[config.mk]
export PLATFORM = sky130hd
export DESIGN_NAME = device_address_allowlist
export DESIGN_NICKNAME = d
export VERILOG_FILES = /design/src/design/dal_pkg.sv /design/src/design/dal_ctrl.sv /design/src/design/dal_datapath.sv /design/src/design/device_address_allowlist.sv
export SDC_FILE = /design/constraint.sdc
export NUM_CORES = 1
export LEC_CHECK = 0
export BUFFER_PORTS_ARGS = -buffer_cell sky130_fd_sc_hd__buf_2
export CORE_ASPECT_RATIO = 0.6
export CORE_MARGIN = 1
export CORE_UTILIZATION = 63
export DETAILED_ROUTE_END_ITERATION = 8
export HOLD_SLACK_MARGIN = 0.06
export PLACE_DENSITY = 0.82
export RECOVER_POWER = 25
export SLEW_MARGIN = 30
export SYNTH_ARGS = -nofsm -noshare
export SYNTH_HDL_FRONTEND = slang
export SYNTH_SLANG_ARGS = --single-unit
[constraint.sdc]
create_clock -name clk_i -period 4.92 [get_ports clk_i]
set_input_delay 0.738 -clock clk_i [delete_from_list [all_inputs] [get_ports clk_i]]
set_output_delay 0.738 -clock clk_i [all_outputs]
set_load 0.01 [all_outputs]
[src/design/dal_pkg.sv]
package dal_pkg;

  // Fixed field widths of the ports
  localparam int unsigned OP_W   = 2;
  localparam int unsigned TYPE_W = 8;
  localparam int unsigned ADDR_W = 48;
  localparam int unsigned HELD_W = 4;

  // Defaults for the top-level parameters
  localparam int unsigned DEFAULT_LIST_DEPTH = 8;
  localparam int unsigned DEFAULT_ADDR_BYTES = 6;

  // Operation codes; the unused code falls to a default arm
  typedef enum logic [OP_W-1:0] {
    OP_LOOKUP = 2'd0,
    OP_ADD    = 2'd1,
    OP_CLEAR  = 2'd2
  } op_e;

  // Controller states
  typedef enum logic [1:0] {
    ST_IDLE,
    ST_MATCH,
    ST_APPLY,
    ST_RESULT
  } state_e;

  // Commands from the controller to the datapath
  typedef struct packed {
    logic capture;  // latch the incoming request
    logic match;    // register the per-entry compare vector
    logic apply;    // update the list and the result registers
  } ctrl_cmd_t;

endpackage

[src/design/dal_ctrl.sv]
module dal_ctrl (
  input  logic                clk_i,
  input  logic                rst_ni,
  input  logic                in_valid_i,
  output logic                in_ready_o,
  output logic                out_valid_o,
  input  logic                out_ready_i,
  output dal_pkg::ctrl_cmd_t  cmd_o
);

  dal_pkg::state_e state_q, state_d;

  // State register
  always_ff @(posedge clk_i or negedge rst_ni) begin
    if (!rst_ni) begin
      state_q <= dal_pkg::ST_IDLE;
    end else begin
      state_q <= state_d;
    end
  end

  // Next state
  always_comb begin
    state_d = state_q;
    unique case (state_q)
      dal_pkg::ST_IDLE: begin
        if (in_valid_i) state_d = dal_pkg::ST_MATCH;
      end
      dal_pkg::ST_MATCH:  state_d = dal_pkg::ST_APPLY;
      dal_pkg::ST_APPLY:  state_d = dal_pkg::ST_RESULT;
      dal_pkg::ST_RESULT: begin
        if (out_ready_i) state_d = dal_pkg::ST_IDLE;
      end
      default: state_d = dal_pkg::ST_IDLE;
    endcase
  end

  // Outputs
  always_comb begin
    in_ready_o    = 1'b0;
    out_valid_o   = 1'b0;
    cmd_o.capture = 1'b0;
    cmd_o.match   = 1'b0;
    cmd_o.apply   = 1'b0;
    unique case (state_q)
      dal_pkg::ST_IDLE: begin
        in_ready_o    = 1'b1;
        cmd_o.capture = in_valid_i;
      end
      dal_pkg::ST_MATCH:  cmd_o.match = 1'b1;
      dal_pkg::ST_APPLY:  cmd_o.apply = 1'b1;
      dal_pkg::ST_RESULT: out_valid_o = 1'b1;
      default: ;
    endcase
  end

endmodule

[src/design/dal_datapath.sv]
module dal_datapath #(
  parameter int unsigned LIST_DEPTH = dal_pkg::DEFAULT_LIST_DEPTH,
  parameter int unsigned ADDR_BYTES = dal_pkg::DEFAULT_ADDR_BYTES
) (
  input  logic                        clk_i,
  input  logic                        rst_ni,
  input  dal_pkg::ctrl_cmd_t          cmd_i,
  input  logic [dal_pkg::OP_W-1:0]    operation_i,
  input  logic [dal_pkg::TYPE_W-1:0]  dev_type_i,
  input  logic [dal_pkg::ADDR_W-1:0]  address_i,
  output logic                        hit_o,
  output logic [dal_pkg::HELD_W-1:0]  entries_held_o,
  output logic                        evicted_oldest_o
);

  // Stored address bits: the low ADDR_BYTES bytes, capped at the port width
  localparam int unsigned STORE_W = (ADDR_BYTES * 8 < dal_pkg::ADDR_W) ?
                                    ADDR_BYTES * 8 : dal_pkg::ADDR_W;
  localparam int unsigned CNT_W   = $clog2(LIST_DEPTH + 1);
  localparam int unsigned IDX_W   = (LIST_DEPTH > 1) ? $clog2(LIST_DEPTH) : 1;

  dal_pkg::op_e              op_q;
  logic [dal_pkg::TYPE_W-1:0] type_q;
  logic [STORE_W-1:0]        addr_q;

  logic [dal_pkg::TYPE_W-1:0] type_store_q [LIST_DEPTH];
  logic [STORE_W-1:0]        addr_store_q [LIST_DEPTH];

  logic [CNT_W-1:0]          count_q, count_d;
  logic [LIST_DEPTH-1:0]     match_q, match_d;
  logic                      res_hit_q, res_hit_d;
  logic                      res_evict_q, res_evict_d;

  logic                      hit;
  logic                      full;
  logic                      shift_en;
  logic                      wr_en;
  logic [IDX_W-1:0]          wr_idx;

  // Request capture
  always_ff @(posedge clk_i) begin
    if (cmd_i.capture) begin
      op_q   <= dal_pkg::op_e'(operation_i);
      type_q <= dev_type_i;
      addr_q <= address_i[STORE_W-1:0];
    end
  end

  // Per-entry compare, only positions below the count take part
  always_comb begin
    for (int i = 0; i < LIST_DEPTH; i++) begin
      match_d[i] = (CNT_W'(i) < count_q) && (type_store_q[i] == type_q) &&
                   (addr_store_q[i] == addr_q);
    end
  end

  always_ff @(posedge clk_i) begin
    if (cmd_i.match) match_q <= match_d;
  end

  // List update decision
  always_comb begin
    hit         = |match_q;
    full        = (count_q == CNT_W'(LIST_DEPTH));
    shift_en    = 1'b0;
    wr_en       = 1'b0;
    wr_idx      = count_q[IDX_W-1:0];
    count_d     = count_q;
    res_hit_d   = 1'b0;
    res_evict_d = 1'b0;
    case (op_q)
      dal_pkg::OP_LOOKUP: res_hit_d = hit;
      dal_pkg::OP_ADD: begin
        res_hit_d = hit;
        if (!hit) begin
          if (full) begin
            shift_en    = cmd_i.apply;
            res_evict_d = 1'b1;
          end else begin
            wr_en   = cmd_i.apply;
            count_d = count_q + CNT_W'(1);
          end
        end
      end
      dal_pkg::OP_CLEAR: count_d = '0;
      default: ;
    endcase
  end

  // Count and result registers
  always_ff @(posedge clk_i or negedge rst_ni) begin
    if (!rst_ni) begin
      count_q     <= '0;
      res_hit_q   <= 1'b0;
      res_evict_q <= 1'b0;
    end else if (cmd_i.apply) begin
      count_q     <= count_d;
      res_hit_q   <= res_hit_d;
      res_evict_q <= res_evict_d;
    end
  end

  // Entry storage: shift down on eviction with the new entry at the top, else write the next free position
  for (genvar g = 0; g < LIST_DEPTH; g++) begin : g_entry
    logic [dal_pkg::TYPE_W-1:0] shift_type;
    logic [STORE_W-1:0]        shift_addr;

    if (g == LIST_DEPTH - 1) begin : g_top
      assign shift_type = type_q;
      assign shift_addr = addr_q;
    end else begin : g_mid
      assign shift_type = type_store_q[g+1];
      assign shift_addr = addr_store_q[g+1];
    end

    always_ff @(posedge clk_i) begin
      if (shift_en) begin
        type_store_q[g] <= shift_type;
        addr_store_q[g] <= shift_addr;
      end else if (wr_en && (wr_idx == IDX_W'(g))) begin
        type_store_q[g] <= type_q;
        addr_store_q[g] <= addr_q;
      end
    end
  end

  assign hit_o            = res_hit_q;
  assign evicted_oldest_o = res_evict_q;
  assign entries_held_o   = dal_pkg::HELD_W'(count_q);

endmodule

[src/design/device_address_allowlist.sv]
// Device address allowlist: an ordered list of up to LIST_DEPTH approved
// devices, each an address type byte plus the low ADDR_BYTES bytes of a
// 48-bit address, oldest first.
// Request channel (in_valid_i/in_ready_o): operation_i selects lookup, add
// or clear; code 3 leaves the list unchanged. Result channel
// (out_valid_o/out_ready_i): hit_o, entries_held_o (count after the
// operation) and evicted_oldest_o, one result per request.
// Sequence: a request transfer is followed by a compare state and an
// update state, after which the result is valid in the result state.
// One request is in flight at a time, so a new request is taken in the
// cycle after the result transfer. The compare of all entries in
// parallel and the registered update of the shift list set this
// sequence.
// Receiver stall: the result holds in its output registers and no new
// request is taken until it transfers.
// Reset: the list is empty and both channels are idle; stored entries are
// never read above the count, so they need no clearing.
module device_address_allowlist #(
  parameter int unsigned LIST_DEPTH = dal_pkg::DEFAULT_LIST_DEPTH,
  parameter int unsigned ADDR_BYTES = dal_pkg::DEFAULT_ADDR_BYTES
) (
  input  logic                        clk_i,
  input  logic                        rst_ni,
  input  logic                        in_valid_i,
  output logic                        in_ready_o,
  input  logic [dal_pkg::OP_W-1:0]    operation_i,
  input  logic [dal_pkg::TYPE_W-1:0]  dev_type_i,
  input  logic [dal_pkg::ADDR_W-1:0]  address_i,
  output logic                        out_valid_o,
  input  logic                        out_ready_i,
  output logic                        hit_o,
  output logic [dal_pkg::HELD_W-1:0]  entries_held_o,
  output logic                        evicted_oldest_o
);

  dal_pkg::ctrl_cmd_t cmd;

  // Sequencer
  dal_ctrl u_ctrl (
    .clk_i       (clk_i),
    .rst_ni      (rst_ni),
    .in_valid_i  (in_valid_i),
    .in_ready_o  (in_ready_o),
    .out_valid_o (out_valid_o),
    .out_ready_i (out_ready_i),
    .cmd_o       (cmd)
  );

  // List storage, compare and result registers
  dal_datapath #(
    .LIST_DEPTH (LIST_DEPTH),
    .ADDR_BYTES (ADDR_BYTES)
  ) u_datapath (
    .clk_i            (clk_i),
    .rst_ni           (rst_ni),
    .cmd_i            (cmd),
    .operation_i      (operation_i),
    .dev_type_i       (dev_type_i),
    .address_i        (address_i),
    .hit_o            (hit_o),
    .entries_held_o   (entries_held_o),
    .evicted_oldest_o (evicted_oldest_o)
  );

endmodule
==> results.cfg <==
[clocking]
cts_resized = 0
htree_num_levels = 2
cts_buffers = 47
cts_tree = built
cts.sinks = 522
clk_path_buf_depth = 3
clock_latency_ps = 580
clock-root-buffer = clkbuf_16
path_clk_slew_ps = 70

[synth]
synth_cells = 1861
yosys_warnings = 0
syn_nets = 1937
ys_ff_latch = 522
ys_types = 40
synth_ff_type = edfxtp_1
ys_seq_area_share_pct = 58.8
synth.cell_area_um2 = 26600
synth_edf_count = 514
syn_avg_cell_area_um2 = 14.3
async_flop_share_pct = 1.53

[sta]
fmax_mhz = 252
hold_viol_final = 0
tightestPinTransition_ps = 2810
rsz0062_at_grt = no
relSlewSlack_pct = -87.4
setup_viol = 0
report.final.slew_viol_count = 75
worst_hold_slack_ps = 330
clock_skew_ps = 17.8
fin_crit_sh_pct = 80.5
finalSetupTns_ps = 0
period_needed_ps = 3960

[floorplan]
start_util_pct = 64.8
die-area_um2 = 43000
top_level_ports = 70
core-area_um2 = 41000
die_h_um = 161
die_w_um = 267
rows = 57

[final_layout]
fill_cells = 2699
stdcell_count = 2489
syn2layout_area_growth_pct = 8.13
nNetsFinal = 1968
regArea_um2 = 15600
drive_above_1_share_pct = 23.8
multiInputGateArea_um2 = 10000
design_area_um2 = 28700

[placement]
port_buffers = 69
post_dp_cell_area_um2 = 27300
dpl.hpwl_um = 51500
dp_cells = 2402
gp_congestion = 1.09

[route]
vias = 16000
drtIter0Drc = 2683
first_pass_iters = 6
vias_per_cell = 6.42
wire_per_inst_um = 27.6
drt-total-wl_um = 68600
remaining_drc_errors = 0
ant_nets = 0

[power]
p_leak_nw = 10.1
p_per_area_nw_per_um2 = 363
vdd_ir_drop_max_v = 0.000396

[grt]
grt_pass1_vias = 15200
grt_use_total_pct = 32.2
grt_max_degree = 76
grt_pass1_wl_um = 99400
antenna_found_initial = 1
grt_overflow = 0

[setup_path]
cp-start-kind = flop
regToRegSetupSlack_ps = 960
worstPathRequired_ps = 5120
path_max_fanout = 75
cp_data_arrival_time_ps = 4160
worst-setup-path-type = flop to flop
crit_path_end_kind = flop

[status]
violations = capacitance limit, slew limit
status = finished with violations

[hold_path]
hold_class = input pin to flop

[flow_run]
drv_cap = 2
final timing paths:
path / from / end / cells after the start
max in group asynchronous: rst_ni / u_datapath.entries_held_o[3] / 2
hold reg to reg: u_datapath.evicted_oldest_o / u_datapath.evicted_oldest_o / 2
setup / recovery: u_datapath.match_q[1] / u_datapath.addr_store_q[0][167] / 5
hold / removal: operation_i[1] / u_datapath.op_q[1] / 1
setup reg to reg: u_datapath.match_q[1] / u_datapath.addr_store_q[0][167] / 5
min in group asynchronous: rst_ni / u_datapath.entries_held_o[2] / 2
cell usage after synthesis, types with 18 or more instances:
cell      instances  area share [%]
o21ai_0          95             1.8
buf_6            31             1.3
mux2_2          175             7.4
buf_1            18            0.25
xor2_1          221             7.3
clkbuf_1         85             1.2
nand2_1         101             1.4
inv_1            38            0.54
nand4_1          65             1.5
nor4_1           67             1.6
xnor2_1         198             6.5
edfxtp_1        514              58
mux2_4          119             6.7
registers in the layout, summed over array words and instances, names as in the netlist, 2 cells and up:
register / cells
u_datapath.op_q: 2
u_datapath.match_q: 8
u_ctrl.state_q: 2
u_datapath.addr_q: 48
u_datapath.g_entry.shift_type: 8
u_datapath.entries_held_o: 4
u_datapath.type_store_q: 64
u_datapath.addr_store_q: 384
cell usage in the layout, fill, tap and decap left out, drive strengths merged, types with 8 or more instances in the layout:
| master | netlist | layout |
|---|---|---|
| nor3 | 10 | 10 |
| edfxtp | 514 | 514 |
| mux2 | 301 | 301 |
| nor2 | 11 | 11 |
| buf | 64 | 86 |
| nor4 | 69 | 69 |
| clkbuf | 85 | 101 |
| a221oi | 9 | 9 |
| clkinv | 0 | 19 |
| xnor2 | 198 | 198 |
| xor2 | 221 | 221 |
| o21ai | 95 | 95 |
| inv | 38 | 38 |
| ha | 14 | 14 |
| o22ai | 9 | 9 |
| nand3 | 14 | 14 |
| dfrtp | 8 | 8 |
| nand2 | 101 | 101 |
| nand4 | 65 | 65 |
per-layer routing:
layer / share of wire, % / GRT usage (%) / wire length (um)
met5: 0.019 / 0 / 13
met4: 3.6 / 12.3 / 2500
met3: 15 / 7.76 / 10200
met2: 39 / 42.1 / 26900
met1: 42 / 51.2 / 29000
cell type report:
cell class | instances | share of cell area (%)
Tap cell | 560 | 2.44
Clock buffer | 57 | 4.37
Timing Repair Buffer | 131 | 2.35
Inverter | 38 | 0.496
Sequential cell | 522 | 54.4
Clock inverter | 27 | 0.958
Antenna cell | 2 | 0.0174
Multi-Input combinational cell | 1152 | 34.9
power by group:
| part | switching, mW | internal [mW] | total, mW | leakage [nW] |
|---|---|---|---|---|
| Sequential | 0.256 | 5.01 | 5.27 | 4.73 |
| Combinational | 0.982 | 0.433 | 1.42 | 4.63 |
| Clock | 1.62 | 2.12 | 3.75 | 0.745 |
| Total | 2.86 | 7.57 | 10.4 | 10.1 |
cell families (layout without fill, tap and decap cells):
| logic type | after synthesis | count (layout) | synth area share [%] |
|---|---|---|---|
| other | 0 | 2 | 0 |
| buffers and inverters | 187 | 253 | 3.62 |
| adder cells (fa/ha/maj) | 14 | 14 | 0.659 |
| AND/OR/NAND/NOR | 281 | 281 | 5.63 |
| multiplexers | 304 | 304 | 14.6 |
| flip-flops | 522 | 522 | 58.8 |
| AO/OA/AOI/OAI | 134 | 134 | 2.90 |
| XOR/XNOR | 419 | 419 | 13.8 |
worst max-delay path, cell delays in order, from the launching register on:
cell	delay, ps
edfxtp_1	380
nor4_1	700
and4_1	680
nand3_4	110
clkbuf_2	780
nand2_4	900
per-stage QoR:
stage / utilization [%] / worst slack, ps / power, mW
global route: 70.1 / 686 / 10.7
finish: 70.1 / 957 / 10.4
CTS: 70.4 / 1460 / 10.4
global placement: 66.6 / 1550 / 6.70
detailed placement: 66.7 / 1500 / 6.74
floorplan: - / 1020 / 6.09
what timing repair did:
action,4_1_cts,5_1_grt
hold endpoints to repair,8,0
buffers inserted,0,0
hold buffers,1,0
endpoints found under the setup margin,0,0
No activity file was read; power rests on OpenSTA's default activity.
